==> config.mk <==
export PLATFORM = sky130hd
export DESIGN_NAME = range_to_pulsed_vibration_drive
export DESIGN_NICKNAME = d
export VERILOG_FILES = /design/src/rpvd_pkg.sv /design/src/range_to_pulsed_vibration_drive.sv
export SDC_FILE = /design/constraint.sdc
export NUM_CORES = 1
export LEC_CHECK = 0
export ABC_AREA = 0
export BUFFER_PORTS_ARGS = -buffer_cell sky130_fd_sc_hd__buf_2
export CAP_MARGIN = 20
export CORE_MARGIN = 5
export CORE_UTILIZATION = 25
export CTS_CLUSTER_SIZE = 10
export DETAILED_ROUTE_END_ITERATION = 8
export GPL_ROUTABILITY_DRIVEN = 0
export GPL_TIMING_DRIVEN = 0
export SYNTH_ARGS = -nofsm -noshare
export SYNTH_HDL_FRONTEND = slang
export SYNTH_SLANG_ARGS = --single-unit
==> constraint.sdc <==
create_clock -name clk -period 6.3 [get_ports clk]
set_clock_uncertainty 0.15 [all_clocks]
set_input_delay 0.315 -clock clk [delete_from_list [all_inputs] [get_ports clk]]
set_output_delay 0.315 -clock clk [all_outputs]
set_load 0.05 [all_outputs]
==> src/rpvd_pkg.sv <==
// ----------------------------------------------------------------------------
// rpvd_pkg
// shared widths, constants, register indexes and sequencer states
// ----------------------------------------------------------------------------
`default_nettype none

package rpvd_pkg;

	localparam int RangeW   = 16;
	localparam int DutyW    = 8;
	localparam int PowerW   = 4;
	localparam int CfgIdxW  = 3;
	localparam int CfgDataW = 16;
	localparam int CntW     = $clog2(RangeW);
	localparam int LaneCnt  = 2;
	localparam int SpanW    = PowerW + DutyW;

	localparam int MaxDuty   = 255;
	localparam int NumLevels = 10;
	// drive span per strength step
	localparam int DutyStep  = MaxDuty / 10;
	// lowest nonzero level the drive can show
	localparam int DutyFloor = MaxDuty - NumLevels * DutyStep;

	localparam int LanePeriod = 0;
	localparam int LaneDuty   = 1;

	localparam logic [CfgIdxW-1:0] RegPower     = CfgIdxW'(0);
	localparam logic [CfgIdxW-1:0] RegMinPeriod = CfgIdxW'(1);
	localparam logic [CfgIdxW-1:0] RegMaxPeriod = CfgIdxW'(2);
	localparam logic [CfgIdxW-1:0] RegRangeLow  = CfgIdxW'(3);
	localparam logic [CfgIdxW-1:0] RegRangeHigh = CfgIdxW'(4);

	typedef enum logic [2:0] {
		ST_IDLE,
		ST_CLAMP,
		ST_PREP,
		ST_MUL,
		ST_DIV,
		ST_DONE
	} rpvd_state_t;

endpackage

`default_nettype wire

==> src/range_to_pulsed_vibration_drive.sv <==
// ----------------------------------------------------------------------------
// range to pulsed vibration drive
// One tick transaction in, one result transaction out. A tick that does not
// reach the pulse period, or that reaches it with an invalid range, is
// answered in the next cycle. A tick that runs the step with a valid range
// holds off the next tick while it steps through clamping the sample, forming
// the differences, a bit-serial shift-add multiply, a restoring divide one
// quotient bit per cycle, and a commit that waits for a free output. The period
// and duty mappings run side by side in two lanes of the multiply and divide.
// ----------------------------------------------------------------------------
`default_nettype none

module range_to_pulsed_vibration_drive import rpvd_pkg::*; (
	input  logic                clk,
	input  logic                arst_n,
	input  logic                cfg_we,
	input  logic [CfgIdxW-1:0]  cfg_index,
	input  logic [CfgDataW-1:0] cfg_data,
	input  logic                tick_valid,
	output logic                tick_stall,
	input  logic [RangeW-1:0]   range_sample,
	input  logic                range_valid,
	output logic                drive_valid,
	input  logic                drive_stall,
	output logic [DutyW-1:0]    duty,
	output logic                duty_updated,
	output logic [RangeW-1:0]   period_now
);

	// configuration
	logic [PowerW-1:0] power_level_q;
	logic [RangeW-1:0] min_period_q;
	logic [RangeW-1:0] max_period_q;
	logic [RangeW-1:0] range_low_q;
	logic [RangeW-1:0] range_high_q;

	// drive state
	logic [RangeW-1:0] elapsed_q;
	logic [RangeW-1:0] period_q;
	logic              off_q;
	logic [DutyW-1:0]  duty_q;

	// output register
	logic              out_valid_q;
	logic [DutyW-1:0]  out_duty_q;
	logic              out_updated_q;
	logic [RangeW-1:0] out_period_q;

	// serial datapath
	rpvd_state_t         state_q, state_d;
	logic [CntW-1:0]     cnt_q;
	logic [RangeW-1:0]   x_q;
	logic [RangeW-1:0]   acand_q;
	logic [RangeW-1:0]   den_q;
	logic                den_zero_q;
	logic                neg_q;
	logic [2*RangeW-1:0] work_q [LaneCnt];
	logic [2*RangeW-1:0] mul_next [LaneCnt];
	logic [2*RangeW-1:0] div_next [LaneCnt];
	logic [RangeW:0]     mul_sum [LaneCnt];
	logic [RangeW:0]     div_t [LaneCnt];
	logic [RangeW:0]     div_diff [LaneCnt];
	logic                div_ge [LaneCnt];

	logic              tick_acc;
	logic              out_free;
	logic              out_load;
	logic              commit;
	logic [RangeW-1:0] elapsed_inc;
	logic              step_run;
	logic              start_map;
	logic              cnt_last;
	logic              lt_low, lt_high, low_lt_high;
	logic [RangeW-1:0] x_clamped;
	logic [RangeW-1:0] diff_x;
	logic [RangeW-1:0] diff_den;
	logic [RangeW-1:0] diff_per;
	logic [SpanW-1:0]  span_full;
	logic [RangeW-1:0] q_per;
	logic [DutyW-1:0]  q_duty;
	logic [RangeW-1:0] per_new;
	logic [DutyW-1:0]  level_new;
	logic [DutyW-1:0]  duty_new;

	assign out_free  = !out_valid_q || !drive_stall;
	assign tick_stall = (state_q != ST_IDLE) || !out_free;
	assign tick_acc  = tick_valid && !tick_stall;

	assign elapsed_inc = (elapsed_q == {RangeW{1'b1}}) ? elapsed_q : elapsed_q + RangeW'(1);
	assign step_run    = elapsed_inc >= period_q;
	assign start_map   = tick_acc && step_run && range_valid;
	assign cnt_last    = cnt_q == CntW'(RangeW - 1);

	// clamp as median of sample and both window ends
	assign lt_low      = x_q < range_low_q;
	assign lt_high     = x_q < range_high_q;
	assign low_lt_high = range_low_q < range_high_q;
	always_comb begin
		if (lt_low && lt_high) begin
			x_clamped = low_lt_high ? range_low_q : range_high_q;
		end else if (!lt_low && !lt_high) begin
			x_clamped = low_lt_high ? range_high_q : range_low_q;
		end else begin
			x_clamped = x_q;
		end
	end

	assign diff_x   = (x_q >= range_low_q) ? x_q - range_low_q : range_low_q - x_q;
	assign diff_den = (range_high_q >= range_low_q) ? range_high_q - range_low_q
		: range_low_q - range_high_q;
	assign diff_per = (max_period_q >= min_period_q) ? max_period_q - min_period_q
		: min_period_q - max_period_q;
	assign span_full = {{DutyW{1'b0}}, power_level_q} * SpanW'(DutyStep);

	// shift-add multiply and restoring divide, one bit per cycle per lane
	always_comb begin
		for (int i = 0; i < LaneCnt; i++) begin
			mul_sum[i]  = {1'b0, work_q[i][2*RangeW-1:RangeW]}
				+ (work_q[i][0] ? {1'b0, acand_q} : {(RangeW+1){1'b0}});
			mul_next[i] = {mul_sum[i], work_q[i][RangeW-1:1]};
			div_t[i]    = {work_q[i][2*RangeW-1:RangeW], work_q[i][RangeW-1]};
			div_diff[i] = div_t[i] - {1'b0, den_q};
			div_ge[i]   = div_t[i] >= {1'b0, den_q};
			div_next[i] = {(div_ge[i] ? div_diff[i][RangeW-1:0] : div_t[i][RangeW-1:0]),
				work_q[i][RangeW-2:0], div_ge[i]};
		end
	end

	assign q_per     = den_zero_q ? {RangeW{1'b0}} : work_q[LanePeriod][RangeW-1:0];
	assign q_duty    = den_zero_q ? {DutyW{1'b0}} : work_q[LaneDuty][DutyW-1:0];
	assign per_new   = neg_q ? min_period_q - q_per : min_period_q + q_per;
	assign level_new = DutyW'(MaxDuty) - q_duty;
	assign duty_new  = off_q ? level_new : {DutyW{1'b0}};

	always_comb begin
		state_d  = state_q;
		out_load = 1'b0;
		commit   = 1'b0;
		case (state_q)
			ST_IDLE: begin
				if (start_map) begin
					state_d = ST_CLAMP;
				end else if (tick_acc) begin
					out_load = 1'b1;
				end
			end
			ST_CLAMP: state_d = ST_PREP;
			ST_PREP:  state_d = ST_MUL;
			ST_MUL: begin
				if (cnt_last) begin
					state_d = ST_DIV;
				end
			end
			ST_DIV: begin
				if (cnt_last) begin
					state_d = ST_DONE;
				end
			end
			ST_DONE: begin
				if (out_free) begin
					out_load = 1'b1;
					commit   = 1'b1;
					state_d  = ST_IDLE;
				end
			end
			default: state_d = ST_IDLE;
		endcase
	end

	always_ff @(posedge clk or negedge arst_n) begin
		if (!arst_n) begin
			state_q <= ST_IDLE;
		end else begin
			state_q <= state_d;
		end
	end

	always_ff @(posedge clk or negedge arst_n) begin
		if (!arst_n) begin
			power_level_q <= PowerW'(10);
			min_period_q  <= RangeW'(100);
			max_period_q  <= RangeW'(1000);
			range_low_q   <= RangeW'(0);
			range_high_q  <= RangeW'(2000);
		end else if (cfg_we) begin
			case (cfg_index)
				RegPower: begin
					if (cfg_data[PowerW-1:0] <= PowerW'(NumLevels)) begin
						power_level_q <= cfg_data[PowerW-1:0];
					end
				end
				RegMinPeriod: min_period_q <= cfg_data[RangeW-1:0];
				RegMaxPeriod: max_period_q <= cfg_data[RangeW-1:0];
				RegRangeLow:  range_low_q  <= cfg_data[RangeW-1:0];
				RegRangeHigh: range_high_q <= cfg_data[RangeW-1:0];
				default: ;
			endcase
		end
	end

	always_ff @(posedge clk or negedge arst_n) begin
		if (!arst_n) begin
			elapsed_q   <= '0;
			period_q    <= RangeW'(1);
			off_q       <= 1'b0;
			duty_q      <= '0;
			out_valid_q <= 1'b0;
			cnt_q       <= '0;
		end else begin
			if (tick_acc) begin
				elapsed_q <= step_run ? {RangeW{1'b0}} : elapsed_inc;
				if (step_run && !range_valid) begin
					duty_q   <= '0;
					period_q <= RangeW'(1);
				end
			end
			if (commit) begin
				period_q <= per_new;
				duty_q   <= duty_new;
				off_q    <= !off_q;
			end
			if (out_load) begin
				out_valid_q <= 1'b1;
			end else if (!drive_stall) begin
				out_valid_q <= 1'b0;
			end
			if (state_q == ST_MUL || state_q == ST_DIV) begin
				cnt_q <= cnt_q + CntW'(1);
			end else begin
				cnt_q <= '0;
			end
		end
	end

	// payload
	always_ff @(posedge clk) begin
		if (start_map) begin
			x_q <= range_sample;
		end
		if (state_q == ST_CLAMP) begin
			x_q <= x_clamped;
		end
		if (state_q == ST_PREP) begin
			acand_q    <= diff_x;
			den_q      <= diff_den;
			den_zero_q <= range_low_q == range_high_q;
			neg_q      <= max_period_q < min_period_q;
			work_q[LanePeriod] <= {{RangeW{1'b0}}, diff_per};
			work_q[LaneDuty]   <= {{(2*RangeW-DutyW){1'b0}}, span_full[DutyW-1:0]};
		end
		for (int i = 0; i < LaneCnt; i++) begin
			if (state_q == ST_MUL) begin
				work_q[i] <= mul_next[i];
			end else if (state_q == ST_DIV) begin
				work_q[i] <= div_next[i];
			end
		end
		if (commit) begin
			out_duty_q    <= duty_new;
			out_updated_q <= 1'b1;
			out_period_q  <= per_new;
		end else if (out_load) begin
			out_updated_q <= step_run;
			if (step_run) begin
				out_duty_q   <= '0;
				out_period_q <= RangeW'(1);
			end else begin
				out_duty_q   <= duty_q;
				out_period_q <= period_q;
			end
		end
	end

	assign drive_valid  = out_valid_q;
	assign duty         = out_duty_q;
	assign duty_updated = out_updated_q;
	assign period_now   = out_period_q;

endmodule

`default_nettype wire

# Yosys cells after proc, flatten, opt, wreduce, memory -nomap -nowiden
# Memory sizes are Yosys's and may differ from the RTL's.
# Index checks and enable logic that the tools add are counted.
# totals
register_bits	192
ramBits	64
input_bits	41
out_inout_bits	27
elab_cells	157
memories	1
# op_classes
n_addsub	15
n_mul	1
n_lt_le_gt_ge	11
n_eq_ne	18
mux	55
bitwise_logic	4
n_reduce_logical	32
# memory_table
name	depth	word_bits	rd	rd_clocked_by_memory_dff	wr	line_no	source
work_q	2	32	2	0	2	range_to_pulsed_vibration_drive.sv:57	logic [2*RangeW-1:0] work_q [LaneCnt];
# ops
operator	n
16-bit two-way mux	23
16-bit subtractor	9
32-bit two-way mux	4
16-bit greater-or-equal comparator	4
16-bit < comparator	4
8-bit two-way mux	8
16-bit by 16-bit adder with 17-bit output	2
17-bit by 16-bit greater-or-equal comparator with 1-bit output	2
3-bit one-hot mux with 6 select lines	1
16-bit by 1-bit adder with 16-bit output, second input constant	1
16-bit adder	1
16-bit equality test	1
16-bit equality test, second input constant	1
1-bit two-way mux	13
3-bit by 2-bit equality test with 1-bit output, second input constant	4
3-bit two-way mux	4
2-bit AND reduction	6
3-bit equality test, second input constant	3
1-bit zero test	8
4-bit by 5-bit multiplier with 8-bit output, second input constant	1
2-bit inequality test, second input constant	4
2-bit nonzero test	4
8-bit subtractor, first input constant	1
3-bit by 1-bit equality test with 1-bit output, second input constant	2
other kinds (14)	25

# Longest topological paths before layout
# depth
word_depth	12
depth_mapped	21
ltp_nobuf	18

# Least setup slack after synthesis
# Ideal clock, no wire load.
# synth_timing
kind	register to register
from	reg elapsed_q[0]
to	reg x_q[0] (enable)
setup_time_ps	411
arrival_ps	4238
t_required_ps	5739
setup_slack_ps	1501
path_stages_with_launch	19
path_buffers	3
period_less_slack_ps	4799
cell_sequence	dfrtp_1 ha_1 and3_1 and4_1 and4_1 nand4_1 clkbuf_1 and2_1 nand4_1 xnor2_1 ha_1 nand4_1 o31ai_1 a31oi_1 o21ai_0 clkbuf_1 clkbuf_1 nand3_1 o21ai_0
# synth_via
elab_chain_len	7
elab_cells_between_ends	8
cone_classes	1 x add/sub; 1 x order compare; 1 x eq/ne; 1 x mux; 4 x reduce/logical
# synth_lines
item	line_no	source
from (decl)	range_to_pulsed_vibration_drive.sv:38	logic [RangeW-1:0] elapsed_q;
from (signal assigned)	range_to_pulsed_vibration_drive.sv:211	elapsed_q <= step_run ? {RangeW{1'b0}} : elapsed_inc;
16-bit by 1-bit adder with 16-bit output / 16-bit equality test (equally long branches)	range_to_pulsed_vibration_drive.sv:89	assign elapsed_inc = (elapsed_q == {RangeW{1'b1}}) ? elapsed_q : elapsed_q + RangeW'(1);
16-bit two-way mux (*)	range_to_pulsed_vibration_drive.sv:89	
16-bit greater-or-equal comparator (*)	range_to_pulsed_vibration_drive.sv:90	assign step_run = elapsed_inc >= period_q;
1-bit logical AND (*) (2 in a row)	range_to_pulsed_vibration_drive.sv:91	assign start_map = tick_acc && step_run && range_valid;
2-bit nonzero test (no source line) (*)	--	
2-bit AND reduction (no source line) (*)	--	
to (signal assigned)	range_to_pulsed_vibration_drive.sv:238	x_q <= range_sample;
to (signal assigned)	range_to_pulsed_vibration_drive.sv:241	x_q <= x_clamped;
to (decl)	range_to_pulsed_vibration_drive.sv:52	logic [RangeW-1:0] x_q;
# Mark *: on every way between the ends. The rest lies on a longest branch, timed or not.
# A chain may end at the register's enable or synchronous reset.

# Worst setup path in the final report
# layout_timing
from	reg elapsed_q[0]
to	reg x_q[2] (enable)
# Same word-level chain as after synthesis.

==> impl_metrics.ini <==
[outcome]
outcome = finished clean

[cts]
postCtsSetupBuffers = 0
cts.sinks = 256
clk_path_buf_depth = 3
cts-root-buf = clkbuf_16
cts_tree = built
clkTransAtPathRegs_ns = 0.06
htree_num_levels = 2
cts_buffers = 34
clkLatencyLatePin_ns = 0.54

[worst_setup_path]
cpPeakStageDelay_ns = 0.48
rrSetupSlack_ns = 0.41
cp.arrival_ns = 5.98
path_max_fanout = 11
cp_slowest_cell = clkbuf_1
crit_type = reg2reg
worst_r2r_path_depth = 19
crit_path_start = elapsed_q[0]$_DFFE_PN0P_
cp.depth = 19
path_delay_family = simple AND/OR/NAND/NOR gates
timing.rr.end = x_q[2]$_DFFE_PP_
cp.buffers_inverters = 4
start_kind = flop
r2r-start = elapsed_q[0]$_DFFE_PN0P_
cp-endpoint = x_q[2]$_DFFE_PP_
required_ns = 6.38
cp_cell_sequence = ha_1, and3_1, and4_1, and4_1, nand4_1, clkbuf_1, and2_1, nand4_1, xnor2_1, ha_1, nand4_1, o31ai_1, a31oi_1, o21ai_0, clkbuf_1, clkbuf_1, nand3_2, o21ai_2, buf_4
end_kind = flop

[detailed_routing]
dr.pass1.iters = 7
ant_nets = 0
drc = 0
wirelength_um = 56800
avgViaCountPerCell = 4.82
routedWlPerCell_um = 16.6
first_iter_violations = 1087
routed-via-count = 16600

[logic_synthesis]
synthesis.nets = 2485
async_flop_share = 0.457
synth_area_um2 = 20000
syn_avg_cell_area_um2 = 9.02
synth_seq_cells = 256
synth_edf_count = 138
synth.distinct_cells = 85
synthCells = 2217
yosysWarnings = 0
synth.yosys.seq_area_share = 0.356
dominantRegCellSynth = edfxtp_1

[final_layout]
layout.nets = 2626
antenna-diode-count = 0
finalInstanceArea_um2 = 23200
multiInputGateArea_um2 = 11900
area_growth_pct = 15.8
drive_gt1_frac = 0.0856
fillers = 8490
seq_area_um2 = 7110

[timing]
hold_violations = 0
maxSlewViolCount = 0
timing.fmax_mhz = 170
slew_headroom = 0.309
rsz0062_at_grt = no
min_period_ns = 5.89
hold_slack_ns = 0.0223
fin_setup_tns_ns = 0
tightest_slew_ns = 1.03
finalCritPeriodShare = 0.936
setup_viol = 0

[job]
cap_violations = 0

[place]
portBuffers = 67
postPlaceCellArea_um2 = 21800
dp_hpwl_um = 45500

[die]
core_area_um2 = 79100
die_x_um = 293
dieArea_um2 = 85800
die_y_um = 293
fp-row-count = 103
start_util = 0.253
ioPinCount = 68

[pwr]
p_leak_uw = 0.0102
p_int_uw = 6340
pwr_density_cell_nw_per_um2 = 485
power_frac_clock = 0.163
design_power_total_uw = 11200
comb_power_share = 0.571
p_seq_frac = 0.266
switchingPower_uw = 4900
swShare = 0.436
ir_worst_vdd_v = 0.000219

[worst_hold_path]
hp-class = in2reg

[global_route]
grt_max_degree = 78
overflow = 0
antenna_found_initial = 1
grt_usage = 0.128
grt_pass1_wl_um = 89500
grt_pass1_vias = 16100
==> power groups by stage <==
stage | Sequential [µW] | Combinational [µW] | Clock, µW
3_5_place_dp | 3010 | 6340 | 0
2_1_floorplan | 2840 | 4900 | 0
5_1_grt | 3050 | 7160 | 1950
6_report | 2990 | 6420 | 1840
3_3_place_gp | 3000 | 6230 | 0
4_1_cts | 2980 | 6400 | 1880
==> worst min-delay path by stage <==
stage / start / to / slack (ns) / cells past startpoint
5_1_grt: cfg_index[2] / power_level_q[3]$_DFFE_PN1P_ / 0.03 / 3
6_report: range_sample[11] / x_q[11]$_DFFE_PP_ / 0.02 / 3
3_3_place_gp: cnt_q[0]$_DFF_PN0_ / cnt_q[0]$_DFF_PN0_ / 0.30 / 1
3_5_place_dp: arst_n / elapsed_q[4]$_DFFE_PN0P_ / 0.12 / 1
4_1_cts: range_sample[11] / x_q[11]$_DFFE_PP_ / 0.001 / 3
2_1_floorplan: arst_n / cnt_q[0]$_DFF_PN0_ / -0.13 / 0
==> cells by family (layout without fill, tap and decap cells) <==
family,after synthesis,in the layout,synth area share
AO/OA/AOI/OAI,653,653,0.206
flip-flops,256,256,0.356
buffers and inverters,253,418,0.0484
XOR/XNOR,123,123,0.0539
adder cells (fa/ha/maj),227,227,0.146
multiplexers,75,75,0.0398
AND/OR/NAND/NOR,630,630,0.150
==> worst register-to-register path, stage by stage, from the launching register on <==
cell and delay, ns:
dfrtp_1 0.44, ha_1 0.24, and3_1 0.20, and4_1 0.21, and4_1 0.24, nand4_1 0.12
clkbuf_1 0.40, and2_1 0.28, nand4_1 0.16, xnor2_1 0.21, ha_1 0.32, nand4_1 0.09
o31ai_1 0.28, a31oi_1 0.15, o21ai_0 0.25, clkbuf_1 0.42, clkbuf_1 0.48, nand3_2 0.38
o21ai_2 0.29, buf_4 0.28
==> state kept, by name (all words and copies together) (netlist names), 4 cells and up <==
signal         flops
duty_q             8
range_low_q       16
elapsed_q         16
acand_q           16
power_level_q      4
work_q            64
duty               8
x_q               16
min_period_q      16
max_period_q      16
cnt_q              4
period_q          16
period_now        16
range_high_q      16
den_q             16
==> cell usage in the layout, fill, tap and decap left out, types with 18 or more instances in the layout <==
cell type / n
nor2_1: 157
nor3_1: 26
clkbuf_1: 92
a31oi_1: 18
nand3_1: 28
buf_2: 69
o21ai_0: 162
a21o_1: 68
mux2i_1: 41
mux2_2: 33
nor2b_1: 33
and2_1: 38
dfstp_2: 18
nand2b_1: 31
dlygate4sd3_1: 32
clkbuf_16: 36
o21a_1: 18
dfrtp_1: 99
xor2_1: 49
a21oi_1: 184
o31ai_1: 19
edfxtp_1: 138
a22o_1: 18
nand2_1: 225
ha_1: 215
xnor2_1: 74
o22ai_1: 37
nand4_1: 18
inv_1: 171
==> metal layers <==
| layer | part of all wire | vias to the layer above | GRT usage |
|---|---|---|---|
| li1 | - | 8236 | - |
| met1 | 0.47 | 7860 | 0.176 |
| met2 | 0.45 | 375 | 0.210 |
| met3 | 0.050 | 83 | 0.0209 |
| met4 | 0.028 | 0 | 0.0363 |
| met5 | 0 | - | 0 |
==> cells in the mapped netlist, types with 14 or more instances <==
cell	count	area, µm²
a21o_1	68	510
and2_1	38	238
nand2_1	225	845
clkbuf_1	75	282
o21bai_1	17	128
inv_1	171	642
a22o_1	18	158
o31ai_1	19	143
mux2i_1	41	410
nor2_1	158	593
o21a_1	18	135
ha_1	215	2690
mux2_2	33	372
a211oi_1	14	105
a21oi_1	184	921
xnor2_1	74	648
xor2_1	49	429
nor3_1	27	135
o22ai_1	37	231
a31oi_1	18	113
o21ai_0	163	816
nand3_1	29	145
o211ai_1	14	105
edfxtp_1	138	4140
nand4_1	18	113
dfrtp_1	99	2480
dfstp_2	18	473
nor2b_1	33	206
nand2b_1	31	194
==> layout make-up <==
cell class | count | share of cell area
buffer | 82 | 0.0141
clock buffer | 54 | 0.0422
clock inverter | 6 | 0.00248
inverter | 171 | 0.0277
multi-input combinational | 1708 | 0.516
sequential | 256 | 0.307
tap | 1050 | 0.0567
timing repair buffer | 105 | 0.0341
==> through the flow <==
stage               std cells  utilization  setup WS (ns)
finish                   3432        0.293          0.405
CTS                      3431        0.292          0.154
detailed placement       3339        0.275        -0.0501
global placement         3334        0.274         -0.318
global route             3432        0.293         0.0174
floorplan                2217            -           1.50
==> timing repair <==
action	CTS	global route
setup endpoints to repair	11	11
hold buffers	32	0
resized for setup	1	1
hold endpoints to repair	118	0
(Power assumes the default switching activity.)
